`src/hdl/pbsc_pkg.sv`:
```
// ----------------------------------------------------------------------------
// pbsc_pkg
// Shared types, sizes and helpers for the priority box span compositor.
// ----------------------------------------------------------------------------
package pbsc_pkg;

    localparam int NUM_SPANS   = 13;
    localparam int INDEX_W     = 4;
    localparam int COORD_W     = 8;
    localparam int COLOR_W     = 4;
    localparam int TREE_LEVELS = (NUM_SPANS > 1) ? $clog2(NUM_SPANS) : 1;
    localparam int TREE_WIDTH  = 1 << TREE_LEVELS;

    localparam logic             FUNC_WRITE = 1'b0;
    localparam logic             FUNC_QUERY = 1'b1;
    localparam logic [COLOR_W-1:0] COLOR_MASK = 4'hF;

    // One span candidate as it moves through the priority tree
    typedef struct packed {
        logic               hit;
        logic [COORD_W-1:0] left;
        logic [COLOR_W-1:0] color;
    } cand_t;

    // One accepted request as seen by the span table
    typedef struct packed {
        logic               wr_en;
        logic               qry_en;
        logic [INDEX_W-1:0] index;
        logic [COORD_W-1:0] left;
        logic [COORD_W-1:0] top;
        logic [COORD_W-1:0] bottom;
        logic [COLOR_W-1:0] color;
        logic [COORD_W-1:0] pixel_x;
        logic [COORD_W-1:0] pixel_y;
    } span_req_t;

    // Greatest left edge wins; on a tie the higher-index side wins
    function automatic cand_t pick_cand(cand_t lo, cand_t hi);
        cand_t res;
        if (hi.hit && (!lo.hit || (hi.left >= lo.left))) begin
            res = hi;
        end else begin
            res = lo;
        end
        return res;
    endfunction

endpackage

```
`src/hdl/priority_box_span_compositor_unit.sv`:
```
// ----------------------------------------------------------------------------
// priority_box_span_compositor_unit
// Span table lookup: color of the covering span with the greatest left edge.
// ----------------------------------------------------------------------------
// Usage:
//   Input channel (s_*): one request per s_valid/s_ready handshake. With
//   s_func = write, the request loads span s_entry_index (indexes past the
//   table are dropped) and yields no result. With s_func = query, it asks
//   for the color at (s_pixel_x, s_pixel_y) and yields one result.
//   Result channel (m_*): m_pixel_color, 0 when no span covers the pixel.
//   Throughput: one request per cycle while the result channel is not stalled.
//   Pipeline: a query result passes one compare stage, then one registered
//   pick level per tree level.
//   A write takes effect for every query accepted after it.
//   Reset: aresetn (synchronous, low) clears every span to zero and empties
//   the pipeline.
//   Stall: when m_valid is high and m_ready low the whole pipeline holds
//   and s_ready drops; nothing is lost or repeated.
// ----------------------------------------------------------------------------
module priority_box_span_compositor_unit
    import pbsc_pkg::*;
(
    input  logic               aclk,
    input  logic               aresetn,
    input  logic               s_valid,
    output logic               s_ready,
    input  logic               s_func,
    input  logic [INDEX_W-1:0] s_entry_index,
    input  logic [COORD_W-1:0] s_new_left,
    input  logic [COORD_W-1:0] s_new_top,
    input  logic [COORD_W-1:0] s_new_bottom,
    input  logic [COLOR_W-1:0] s_new_color,
    input  logic [COORD_W-1:0] s_pixel_x,
    input  logic [COORD_W-1:0] s_pixel_y,
    output logic               m_valid,
    input  logic               m_ready,
    output logic [COLOR_W-1:0] m_pixel_color
);

    logic      advance;
    logic      accept;
    span_req_t req;
    logic      cand_valid;
    cand_t     cands [NUM_SPANS];

    // Advance every stage together unless the result is blocked
    assign advance = !m_valid || m_ready;
    assign s_ready = advance;
    assign accept  = s_valid && advance;

    // Bundle the accepted request for the table
    always_comb begin
        req.wr_en   = accept && (s_func == FUNC_WRITE);
        req.qry_en  = accept && (s_func == FUNC_QUERY);
        req.index   = s_entry_index;
        req.left    = s_new_left;
        req.top     = s_new_top;
        req.bottom  = s_new_bottom;
        req.color   = s_new_color;
        req.pixel_x = s_pixel_x;
        req.pixel_y = s_pixel_y;
    end

    pbsc_span_table u_table (
        .aclk       (aclk),
        .aresetn    (aresetn),
        .advance    (advance),
        .req        (req),
        .cand_valid (cand_valid),
        .cands      (cands)
    );

    pbsc_max_tree u_tree (
        .aclk       (aclk),
        .aresetn    (aresetn),
        .advance    (advance),
        .cand_valid (cand_valid),
        .cands      (cands),
        .out_valid  (m_valid),
        .out_color  (m_pixel_color)
    );

    a_no_accept_on_stall: assert property (@(posedge aclk) disable iff (!aresetn)
        (m_valid && !m_ready) |-> !s_ready)
        else $error("request taken while result is blocked");

endmodule

```
`src/hdl/pbsc_span_table.sv`:
```
// ----------------------------------------------------------------------------
// pbsc_span_table
// Span registers and the coverage compare stage, one lane per span.
// ----------------------------------------------------------------------------
module pbsc_span_table
    import pbsc_pkg::*;
(
    input  logic      aclk,
    input  logic      aresetn,
    input  logic      advance,
    input  span_req_t req,
    output logic      cand_valid,
    output cand_t     cands [NUM_SPANS]
);

    logic [COORD_W-1:0] span_left_edge_reg  [NUM_SPANS];
    logic [COORD_W-1:0] span_top_row_reg    [NUM_SPANS];
    logic [COORD_W-1:0] span_bottom_row_reg [NUM_SPANS];
    logic [COLOR_W-1:0] span_palette_reg    [NUM_SPANS];

    logic  valid_reg;
    cand_t cand_reg  [NUM_SPANS];
    cand_t cand_next [NUM_SPANS];

    // Compare against the table as it stands before any later write
    always_comb begin
        for (int k = 0; k < NUM_SPANS; k++) begin
            cand_next[k].hit   = (req.pixel_y >= span_top_row_reg[k]) &&
                                 (req.pixel_y <= span_bottom_row_reg[k]) &&
                                 (req.pixel_x >= span_left_edge_reg[k]);
            cand_next[k].left  = span_left_edge_reg[k];
            cand_next[k].color = span_palette_reg[k];
        end
    end

    // Table: indexes beyond the table match no lane and are dropped
    always_ff @(posedge aclk) begin
        if (!aresetn) begin
            for (int k = 0; k < NUM_SPANS; k++) begin
                span_left_edge_reg[k]  <= '0;
                span_top_row_reg[k]    <= '0;
                span_bottom_row_reg[k] <= '0;
                span_palette_reg[k]    <= '0;
            end
        end else begin
            for (int k = 0; k < NUM_SPANS; k++) begin
                if (req.wr_en && (32'(req.index) == k)) begin
                    span_left_edge_reg[k]  <= req.left;
                    span_top_row_reg[k]    <= req.top;
                    span_bottom_row_reg[k] <= req.bottom;
                    span_palette_reg[k]    <= req.color & COLOR_MASK;
                end
            end
        end
    end

    always_ff @(posedge aclk) begin
        if (!aresetn) begin
            valid_reg <= 1'b0;
        end else if (advance) begin
            valid_reg <= req.qry_en;
        end
    end

    always_ff @(posedge aclk) begin
        if (advance) begin
            for (int k = 0; k < NUM_SPANS; k++) begin
                cand_reg[k] <= cand_next[k];
            end
        end
    end

    assign cand_valid = valid_reg;
    assign cands      = cand_reg;

    a_write_no_result: assert property (@(posedge aclk) disable iff (!aresetn)
        req.wr_en |=> !valid_reg)
        else $error("write request produced a pipeline result");

    a_query_enters: assert property (@(posedge aclk) disable iff (!aresetn)
        req.qry_en |=> valid_reg)
        else $error("pixel request did not enter the pipeline");

endmodule

```
`src/hdl/pbsc_max_tree.sv`:
```
// ----------------------------------------------------------------------------
// pbsc_max_tree
// Pipelined priority tree: one registered pick level per stage.
// ----------------------------------------------------------------------------
module pbsc_max_tree
    import pbsc_pkg::*;
(
    input  logic               aclk,
    input  logic               aresetn,
    input  logic               advance,
    input  logic               cand_valid,
    input  cand_t              cands [NUM_SPANS],
    output logic               out_valid,
    output logic [COLOR_W-1:0] out_color
);

    cand_t leaf      [TREE_WIDTH];
    cand_t node_reg  [1:TREE_WIDTH-1];
    cand_t node_next [1:TREE_WIDTH-1];

    logic [TREE_LEVELS-1:0] vld_reg;

    // Pad unused leaves with misses
    for (genvar i = 0; i < TREE_WIDTH; i++) begin : g_leaf
        if (i < NUM_SPANS) begin : g_used
            assign leaf[i] = cands[i];
        end else begin : g_pad
            assign leaf[i] = '0;
        end
    end

    // Heap layout: node i picks between children 2i (lower) and 2i+1
    for (genvar i = 1; i < TREE_WIDTH; i++) begin : g_node
        if (2 * i >= TREE_WIDTH) begin : g_bottom
            assign node_next[i] = pick_cand(leaf[2*i-TREE_WIDTH], leaf[2*i+1-TREE_WIDTH]);
        end else begin : g_inner
            assign node_next[i] = pick_cand(node_reg[2*i], node_reg[2*i+1]);
        end
    end

    always_ff @(posedge aclk) begin
        if (advance) begin
            for (int i = 1; i < TREE_WIDTH; i++) begin
                node_reg[i] <= node_next[i];
            end
        end
    end

    // vld_reg[d] tags the nodes at depth d; new valid enters at the deepest level
    always_ff @(posedge aclk) begin
        if (!aresetn) begin
            vld_reg <= '0;
        end else if (advance) begin
            vld_reg <= TREE_LEVELS'({cand_valid, vld_reg} >> 1);
        end
    end

    assign out_valid = vld_reg[0];
    assign out_color = node_reg[1].hit ? node_reg[1].color : '0;

    a_hold_on_stall: assert property (@(posedge aclk) disable iff (!aresetn)
        !advance |=> $stable(vld_reg) && $stable(out_color))
        else $error("tree moved while stalled");

endmodule

```
`config.mk`:
```
export PLATFORM = sky130hd
export DESIGN_NAME = priority_box_span_compositor_unit
export DESIGN_NICKNAME = d
export VERILOG_FILES = /design/src/hdl/pbsc_pkg.sv /design/src/hdl/priority_box_span_compositor_unit.sv /design/src/hdl/pbsc_span_table.sv /design/src/hdl/pbsc_max_tree.sv
export SDC_FILE = /design/constraint.sdc
export NUM_CORES = 1
export LEC_CHECK = 0
export ABC_CLOCK_PERIOD_IN_PS = 5250
export BUFFER_PORTS_ARGS = -buffer_cell sky130_fd_sc_hd__buf_2
export CAP_MARGIN = 20
export CORE_ASPECT_RATIO = 1.75
export CORE_UTILIZATION = 45
export DETAILED_ROUTE_END_ITERATION = 7
export SYNTH_ARGS = -nofsm -noshare
export SYNTH_HDL_FRONTEND = slang
export SYNTH_SLANG_ARGS = --single-unit
```
`constraint.sdc`:
```
create_clock -name aclk -period 5.25 [get_ports aclk]
set_input_delay 1.05 -clock aclk [delete_from_list [all_inputs] [get_ports aclk]]
set_output_delay 1.05 -clock aclk [all_outputs]
set_load 0.01 [all_outputs]
```
==> results of run 1 <==
[logic make-up after synthesis]
logic type      Yosys count  share of synthesized area, %
flops                   712                         60.49
mux                     136                         5.514
buf+inv                 475                         5.582
fa+ha+maj               408                         14.48
simple gates            558                         7.405
compound gates          325                         6.529
[path summary, 6_finish.rpt]
path                                from                              to  cells past startpoint
setup reg to reg       u_tree.vld_reg[0]  u_table.span_palette_reg[0][3]                      8
setup / recovery                 m_ready                         s_ready                      4
hold / removal    u_tree.node_reg[1][82]          u_tree.node_reg[0][95]                      0
hold reg to reg   u_tree.node_reg[1][82]          u_tree.node_reg[0][95]                      0
[final cells by class]
type                            instances  area [µm²]
Sequential cell                       712       21330
Multi-Input combinational cell       1427       11970
Fill cell                            6622       38650
Inverter                              400        1514
Clock buffer                           78        1803
Tap cell                             1027        1285
Timing Repair Buffer                   86       580.6
Clock inverter                         42       397.9
[report_power, final]
| group | leakage, nW | internal (mW) | switching [mW] |
|---|---|---|---|
| clock | 1.07 | 2.78 | 2.13 |
| combinational | 8.68 | 0.821 | 0.920 |
| sequential | 7.19 | 6.84 | 0.258 |
| total | 16.9 | 10.4 | 3.31 |
[critical path: stages]
cell,delay (ns)
buf_2,0.10
nor2b_1,0.74
inv_12,0.22
buf_2,0.26
[metal layers]
layer	wire length [µm]	track usage, %	vias up
met2	42700	38.82	401
met1	28900	21.38	9863
li1	-	-	9493
met4	3643	9.876	0
met5	0	0	-
met3	2726	3.218	195
[through the flow]
step | setup slack [ns] | cell area [µm²] | hold WS, ns | power (mW)
CTS | 1.781 | 38810 | 0.4153 | 13.91
floorplan | 0.5782 | 35260 | 0.4003 | 8.348
global placement | 1.335 | 36580 | 0.4007 | 8.887
finish | 1.772 | 38880 | 0.4139 | 13.75
detailed placement | 1.198 | 36610 | 0.4045 | 8.994
global route | 1.722 | 38880 | 0.4219 | 14.33
[cells in the final DEF, fill, tap and decap left out, types with 15 or more instances in the layout]
| cell type | instances |
|---|---|
| o21ai_0 | 64 |
| nor2b_1 | 16 |
| buf_2 | 58 |
| buf_4 | 23 |
| nand4_1 | 41 |
| or2_2 | 25 |
| inv_1 | 398 |
| nand2_1 | 69 |
| nor2_1 | 318 |
| clkinv_1 | 15 |
| nand2b_1 | 39 |
| clkbuf_16 | 71 |
| a211oi_1 | 26 |
| a21oi_1 | 77 |
| mux2_4 | 110 |
| a21o_1 | 63 |
| ha_1 | 408 |
| edfxtp_1 | 707 |
| mux2_2 | 26 |
==> qor.txt, run 1 <==
Largest register FFs: 174
Share of layout cells above drive strength 1: 13.77%
Clock Skews: 0.01880 ns
Routed Antenna Nets: 0
Detailed Place HPWL: 56.21 mm
Leakage: 16.94 nW
Synth Warn #: 0
Total clock sinks: 712
Syn nets: 3075
Max-cap violation count: 0
GRT overflow: 0
Final Util: 50.14%
WS Path Type: in -> out
Layout area overhead: 10.25%
Outcome: finished clean
Max Root-Sink Buffers: 3
Max VDD drop: 0.2481 mV
Largest net degree at the start of global routing: 183
Ys async rst share: 0%
Wirelength per Cell: 20.67 µm
Max H-tree Level: 3
Sequential element share of the synthesized area: 60.49%
Initial Utilization: 45.48%
Nets: 3157
Count leader, synth: edfxtp_1
DR DRC count: 0
EDFF count, synth: 707
Setup TNS: 0 ns
Commonest cells post-synth: 707 x edfxtp_1, 408 x ha_1, 399 x inv_1
Clock Latency Late Sink: 0.64 ns
Number of global-route vias before repair: 21070
Final setup violation count: 0
Synth unique cells: 41
DR pass1 iterations: 6
Mapped Area: 0.03526 mm²
Fmax: 287.5 MHz
Max-slew violation count: 0
Via Count: 19950
Std-Cell Core Area: 0.07753 mm²
Syn Inst Count: 2614
Placed cells: 3649
Synth area leader: edfxtp_1
Reg2Reg Setup Slack: 2.11 ns
Final hold viol count: 0
# resized after CTS: 0
Cell row count: 135
CTS tree: done
Initial antenna violation count: 2
Setup bufs post-CTS: 0
Total die area: 0.07953 mm²
Finished Layout Cells: 3772
Worst Path Max Fanout: 43
DRT iter0 DRCs: 989
CP required: 4.20 ns
CTS Hold Bufs: 0
Number of I/O port buffers: 58
CP Data Arrival Time: 2.43 ns
Yosys top cell area share: 60.21%
Final min period: 3.478 ns
Min-delay worst type: reg -> reg
RSZ-0062 raised after global routing: false
Seq cells post-synth: 712
First-pass GRT wire length: 119.1 mm
Syn_area_per_cell: 13.49 µm²
CP Capture Type: output port
Post-route clock period utilization: 66.25%
Synth Flop Type: edfxtp_1
Clk slew on worst S/H paths: 0.06 ns
All-Layer GR Usage: 20.39%
CTS Root Cell: clkbuf_16
Slew at the pin closest to its max-slew limit: 1.189 ns
Diodes inserted: 0
GPL Wtd Cong: 0.8143
CTS buffer count: 69
Via/cell ratio: 5.290
I/O pins: 59
Die height: 372.3 µm
Pwr Density: 353.7 mW/mm²
Ranking of synthesized cells by area: edfxtp_1 60%, ha_1 14%, mux2_4 4.7%
Die width: 213.6 µm
Slew margin rel.: 20.74%
Setup crit start kind: input pin
Total wire length: 77.97 mm
(Power assumes the default switching activity.)
==> run 2: changes to the inputs <==
Settings changed: ABC_CLOCK_PERIOD_IN_PS 5250 to 3400.
Clock period 5.25 ns to 3.4 ns, I/O delays scaled along.
==> run 2 against run 1 <==
Net effect:
- die area is the same
- critical path depth grew 3
- clock power grew 49%
- count of clock-buffer cells in the layout grew 7
- core utilization grew 0.39 points
- combinational power grew 58%
- non-clock buffer count grew 53
- critical endpoint is now u_tree.node_reg[0][63]
- largest cell class unchanged
- highest routed layer unchanged
==> qor.txt, run 2 (synthesis results as in run 1) <==
Layout area overhead: 11.11%
Slowest-stage cell, CP: a2bb2oi_2
Most frequent cells in the layout: 707 x edfxtp_1, 408 x ha_1, 399 x inv_1
Nets: 3207 (+1.6%)
Die height: 372.3 µm (unchanged)
Number of I/O port buffers: 58 (unchanged)
Min-delay worst type: in -> reg
P_int: 15.98 mW (+53%)
Placed cells: 3705 (+1.5%)
WP buf/inv: 2 (-1)
Max VDD drop: 0.3492 mV (+41%)
CTS Hold Bufs: 0 (unchanged)
DRT iter0 DRCs: 1017 (+2.8%)
Commonest non-fill, non-tap cell in the layout: edfxtp_1
DR pass1 iterations: 5 (-1)
RSZ-0062 raised after global routing: false
Final min period: 2.633 ns
Max H-tree Level: 3 (unchanged)
Share of layout cells above drive strength 1: 15.15% (+1.4 points)
Worst Path Max Fanout: 9 (-79%)
Combinational group share of total power: 13.1% (+0.4 points)
Slew margin rel.: 44.89% (+24 points)
Clk slew on worst S/H paths: 0.06 ns (about the same)
Finished Layout Cells: 3820 (+1.3%)
Clk pwr share: 34.8% (-0.9 points)
Worst hold stages: 3 (+3)
CP Capture Type: flip-flop
Std-Cell Core Area: 0.07753 mm² (unchanged)
Reg2Reg Setup Slack: 0.77 ns (-1.34 ns)
Final setup violation count: 0 (unchanged)
Delay-heaviest family, CP: compound AO/OA/AOI/OAI gates
Routed Antenna Nets: 0 (unchanged)
Setup bufs post-CTS: 0 (unchanged)
Worst r2r path cells: 7 (-1)
Initial antenna violation count: 0 (-2)
Pwr Density: 535.7 mW/mm² (+51%)
DR DRC count: 0 (unchanged)
Outcome: finished clean
I/O pins: 59 (unchanged)
Switching Fraction: 23.85% (-0.23 points)
Clock Latency Late Sink: 0.63 ns (about the same)
Largest register FFs: 174 (unchanged)
Via/cell ratio: 5.199 (-1.7%)
Detailed Place HPWL: 56.38 mm (+0.31%)
CTS buffer count: 66 (-4.3%)
Total clock sinks: 712 (unchanged)
First-pass GRT wire length: 117.5 mm (-1.3%)
CP Data Arrival Time: 2.99 ns (+0.56 ns)
Number of global-route vias before repair: 21180 (+0.48%)
GPL Wtd Cong: 0.8376 (+2.9%)
Total wire length: 76.94 mm (-1.3%)
Clock Skews: 0.01749 ns (-0.001312 ns)
Diodes inserted: 0 (unchanged)
CTS Root Cell: clkbuf_16
NetSw: 5.004 mW (+51%)
Total die area: 0.07953 mm² (unchanged)
# resized after CTS: 0 (unchanged)
Final instance area: 0.03918 mm² (+0.78%)
Crit path cell chain: inv_1, ha_1, and3_4, a221o_1, a2bb2oi_2, buf_4, mux2_4
Largest net degree at the start of global routing: 113 (-38%)
Max-slew violation count: 0 (unchanged)
All-Layer GR Usage: 20.04% (-0.35 points)
Post-route clock period utilization: 77.44%
GRT overflow: 0 (unchanged)
FF-to-FF Start: u_tree.node_reg[1][11]
Wirelength per Cell: 20.14 µm (-2.6%)
# fillers: 6590 (-0.48%)
Area occupied by multi-input gates: 0.01197 mm² (about the same)
Max-cap violation count: 0 (unchanged)
Placed inst area: 0.03711 mm² (+1.4%)
Initial Utilization: 45.48% (unchanged)
Sequential share of power: 52.2% (+0.6 points)
Final hold slack: 0.3802 ns (-0.03366 ns)
CTS tree: done
Critical Path Max Stage Delay: 0.52 ns (-0.22 ns)
Final hold viol count: 0 (unchanged)
Max Root-Sink Buffers: 3 (unchanged)
Via Count: 19860 (-0.45%)
Worst hold endpoint: u_table.cand_valid
CP required: 3.76 ns (-0.44 ns)
Setup crit start kind: flip-flop
Sequential cell area: 0.02133 mm² (unchanged)
Die width: 213.6 µm (unchanged)
Reg2reg end: u_tree.node_reg[0][63]
Pwr Total: 20.99 mW (+53%)
Cell row count: 135 (unchanged)
WS Path Type: reg -> reg
Hold path start: s_valid
Slew at the pin closest to its max-slew limit: 0.8266 ns (-0.3624 ns)
Leakage: 17.13 nW (+1.1%)
Fmax: 379.8 MHz
==> run 2: cell types whose count changed in the layout (fill, tap and decap cells not counted), moves of 2 or more <==
cell	before	now
clkinv_2	9	6
clkinv_4	5	2
nand2_1	69	66
buf_16	3	0
buf_12	1	8
buf_4	23	73
clkbuf_16	71	69
clkinv_1	15	11
clkbuf_1	7	16
nand2_2	0	3
==> run 2: worst max path at each step <==
stage,from,endpoint,slack (ns),cells past startpoint
final,u_tree.node_reg[1][11],u_tree.node_reg[0][63],0.77,7
after global routing,u_table.cands[102],u_tree.node_reg[1][34],0.66,6
after CTS,u_tree.node_reg[1][11],u_tree.node_reg[0][63],0.75,7
after detailed placement,s_pixel_x[0],u_table.cands[25],0.51,9
after global placement,s_pixel_x[0],u_table.cands[25],0.49,9
after floorplan,m_ready,u_table.span_bottom_row_reg[0][10],-0.002,9
==> run 2: stage by stage <==
step	worst slack [ns]	util (%)	setup TNS [ns]
detailed placement	0.5122	47.86	0
floorplan	-0.002156	-	-0.1207
CTS	0.7545	50.54	0
global route	0.6634	50.54	0
global placement	0.4903	47.86	0
finish	0.7672	50.54	0
==> run 2: power groups by stage <==
stage / Sequential, mW / Clock (mW) / Combinational (mW)
after floorplan: 10.9 / 0 / 1.95
after global placement: 11.1 / 0 / 2.66
after detailed placement: 11.2 / 0 / 2.79
after CTS: 11.0 / 7.51 / 2.80
after global routing: 11.0 / 7.77 / 3.08
final: 10.9 / 7.30 / 2.75
==> run 2: cell type report <==
| cell class | instances | share of cell area [%] |
|---|---|---|
| Clock buffer | 85 | 4.560 |
| Tap cell | 1027 | 3.280 |
| Sequential cell | 712 | 54.44 |
| Clock inverter | 30 | 0.7345 |
| Timing Repair Buffer | 139 | 2.548 |
| Multi-Input combinational cell | 1427 | 30.56 |
| Inverter | 400 | 3.874 |
==> run 2: layer usage <==
layer	track usage [%]	share of wire [%]
met1	20.06	36
met2	39.25	57
met3	2.755	3.1
met4	10.30	4.7
met5	0	0
==> run 2: worst register-to-register path, cell delays in order, from the launching register on <==
cell and delay, ns:
edfxtp_1 0.38, inv_1 0.06, ha_1 0.31, and3_4 0.18, a221o_1 0.35, a2bb2oi_2 0.52, buf_4 0.27, mux2_4 0.32
==> run 3: changes to the inputs <==
Settings changed: ABC_CLOCK_PERIOD_IN_PS 3400 to 2500.
Clock period 3.4 ns to 2.5 ns, I/O delays scaled along.
==> run 3 against run 2 <==
Net effect:
- sequential share of layout area shrank 0.66 points
- register-to-register slack worse by 0.59 ns
- clock skew rose by 0.0099 ns
- flip-flop and latch count did not move
- critical path type unchanged
- largest cell class unchanged
==> qor.txt, run 3 (synthesis results as in run 1) <==
Outcome: finished clean
Number of global-route vias before repair: 21080 (-0.47%)
Slew margin rel.: 44.03% (-0.86 points)
# resized after CTS: 0 (unchanged)
Setup crit start kind: flip-flop
NetSw: 6.953 mW (+39%)
Total wire length: 77.45 mm (+0.67%)
Largest register FFs: 174 (unchanged)
Max-slew violation count: 0 (unchanged)
Finished Layout Cells: 3837 (+0.45%)
CTS Root Cell: clkbuf_16
Pre-CTS WS: -0.2617 ns (-0.7739 ns)
Total clock sinks: 712 (unchanged)
Clock Skews: 0.02737 ns (+0.009880 ns)
Clock Latency Late Sink: 0.63 ns (about the same)
Final min period: 2.320 ns (-0.3130 ns)
Setup bufs post-CTS: 0 (unchanged)
Layout area overhead: 12.48%
Placed cells: 3712 (+0.19%)
GRT overflow: 0 (unchanged)
Detailed Place HPWL: 56.00 mm (-0.68%)
CP Data Arrival Time: 2.69 ns (-0.30 ns)
RSZ-0062 raised after global routing: false
Number of I/O port buffers: 58 (unchanged)
CP required: 2.87 ns (-0.89 ns)
Sequential share of power: 51.1% (-1.1 points)
Die height: 372.3 µm (unchanged)
Leakage: 17.33 nW (+1.2%)
CP Capture Type: flip-flop
Commonest non-fill, non-tap cell in the layout: edfxtp_1
Routed Antenna Nets: 0 (unchanged)
Combinational group share of total power: 13.1% (about the same)
Setup ws final: 0.1802 ns (-0.5870 ns)
First-pass GRT wire length: 117.9 mm (+0.35%)
Max Root-Sink Buffers: 3 (unchanged)
Initial Utilization: 45.48% (unchanged)
Min-delay worst type: in -> reg
Max VDD drop: 0.5737 mV (+64%)
CTS buffer count: 69 (+4.5%)
DRT iter0 DRCs: 803 (-21%)
GPL Wtd Cong: 0.8519 (+1.7%)
WS Path Type: reg -> reg
Most frequent cells in the layout: 707 x edfxtp_1, 408 x ha_1, 399 x inv_1
Worst Path Max Fanout: 12 (+3)
Post-route clock period utilization: 92.79% (+15 points)
Initial antenna violation count: 0 (unchanged)
All-Layer GR Usage: 20.11% (+0.074 points)
# fillers: 6583 (-0.11%)
DR DRC count: 0 (unchanged)
Via Count: 20010 (+0.76%)
Max H-tree Level: 3 (unchanged)
Switching Fraction: 23.86% (about the same)
Slew at the pin closest to its max-slew limit: 0.8396 ns (+0.01297 ns)
Largest net degree at the start of global routing: 118 (+4.4%)
Pwr Total: 29.14 mW (+39%)
Clk pwr share: 35.7% (+0.9 points)
Diodes inserted: 0 (unchanged)
Max-cap violation count: 0 (unchanged)
Nets: 3217 (+0.31%)
Wirelength per Cell: 20.19 µm (+0.22%)
Final setup violation count: 0 (unchanged)
Share of layout cells above drive strength 1: 15.91% (+0.76 points)
Fmax: 431.1 MHz (+13%)
Clk slew on worst S/H paths: 0.06 ns (about the same)
Pwr Density: 734.6 mW/mm² (+37%)
Via/cell ratio: 5.216 (+0.31%)
P_int: 22.18 mW (+39%)
I/O pins: 59 (unchanged)
Cell row count: 135 (unchanged)
Std-Cell Core Area: 0.07753 mm² (unchanged)
CTS Hold Bufs: 0 (unchanged)
Total die area: 0.07953 mm² (unchanged)
Die width: 213.6 µm (unchanged)
DR pass1 iterations: 5 (unchanged)
CTS tree: done
Final hold viol count: 0 (unchanged)
run 3: cell count changes in the layout (fill, tap and decap cells not counted), moves of 2 or more:
| cell | delta |
|---|---|
| clkbuf_16 | +3 |
| nand2_8 | +4 |
| clkbuf_1 | +2 |
| buf_12 | +14 |
| clkinv_2 | +2 |
| nand2_1 | -9 |
| nand2_4 | +4 |
| buf_4 | -7 |
run 3: area by class of cell:
type | count | area (µm²) | share of cell area, %
Clock inverter | 34 | 340.3 | 0.8581
Clock buffer | 91 | 1883 | 4.748
Sequential cell | 712 | 21330 | 53.78
Tap cell | 1027 | 1285 | 3.240
Inverter | 400 | 1518 | 3.827
Timing Repair Buffer | 146 | 1226 | 3.092
Multi-Input combinational cell | 1427 | 12080 | 30.46
run 3: worst paths after layout:
path	from	to	slack [ns]	cells past startpoint
max reg2reg	u_table.cands[50]	u_tree.node_reg[1][52]	0.18	6
min reg2reg	u_table.span_palette_reg[0][14]	u_table.cands[119]	0.41	0
max	u_table.cands[50]	u_tree.node_reg[1][52]	0.18	6
min	s_valid	u_table.cand_valid	0.23	3
run 3: routing by layer:
layer  global-route usage, %  wire length, µm  vias to the layer above  part of all wire (%)
li1                        -                -                     9629                     -
met1                   20.68            28480                     9848                    37
met2                   39.16            43300                      352                    56
met3                   2.789             2200                      183                   2.8
met4                   9.478             3477                        0                   4.5
met5                       0                0                        -                     0
run 3: power by group through the flow:
| stage | sequential [mW] | combinational, mW | clock (mW) |
|---|---|---|---|
| floorplan | 14.9 | 2.67 | 0 |
| global placement | 15.1 | 3.73 | 0 |
| detailed placement | 15.2 | 3.87 | 0 |
| CTS | 14.9 | 3.89 | 10.7 |
| global route | 15.0 | 4.26 | 11.1 |
| finish | 14.9 | 3.82 | 10.4 |
run 3: critical path, stage by stage, from the launching register on:
cell	delay, ns
edfxtp_1	0.41
ha_1	0.33
and3_4	0.18
a221o_1	0.37
a2bb2oi_2	0.14
buf_4	0.25
mux2_2	0.39
run 3: metrics by stage:
| stage | util [%] | hold WS [ns] | TNS [ns] | cell area, µm² |
|---|---|---|---|---|
| 3_5_place_dp | 48.29 | 0.4045 | -0.9690 | 37440 |
| 2_1_floorplan | - | 0.4003 | -57.40 | 35410 |
| 4_1_cts | 51.16 | 0.1895 | 0 | 39660 |
| 3_3_place_gp | 48.29 | 0.4019 | -0.9057 | 37440 |
| 6_report | 51.16 | 0.2299 | 0 | 39660 |
| 5_1_grt | 51.16 | 0.2253 | 0 | 39660 |
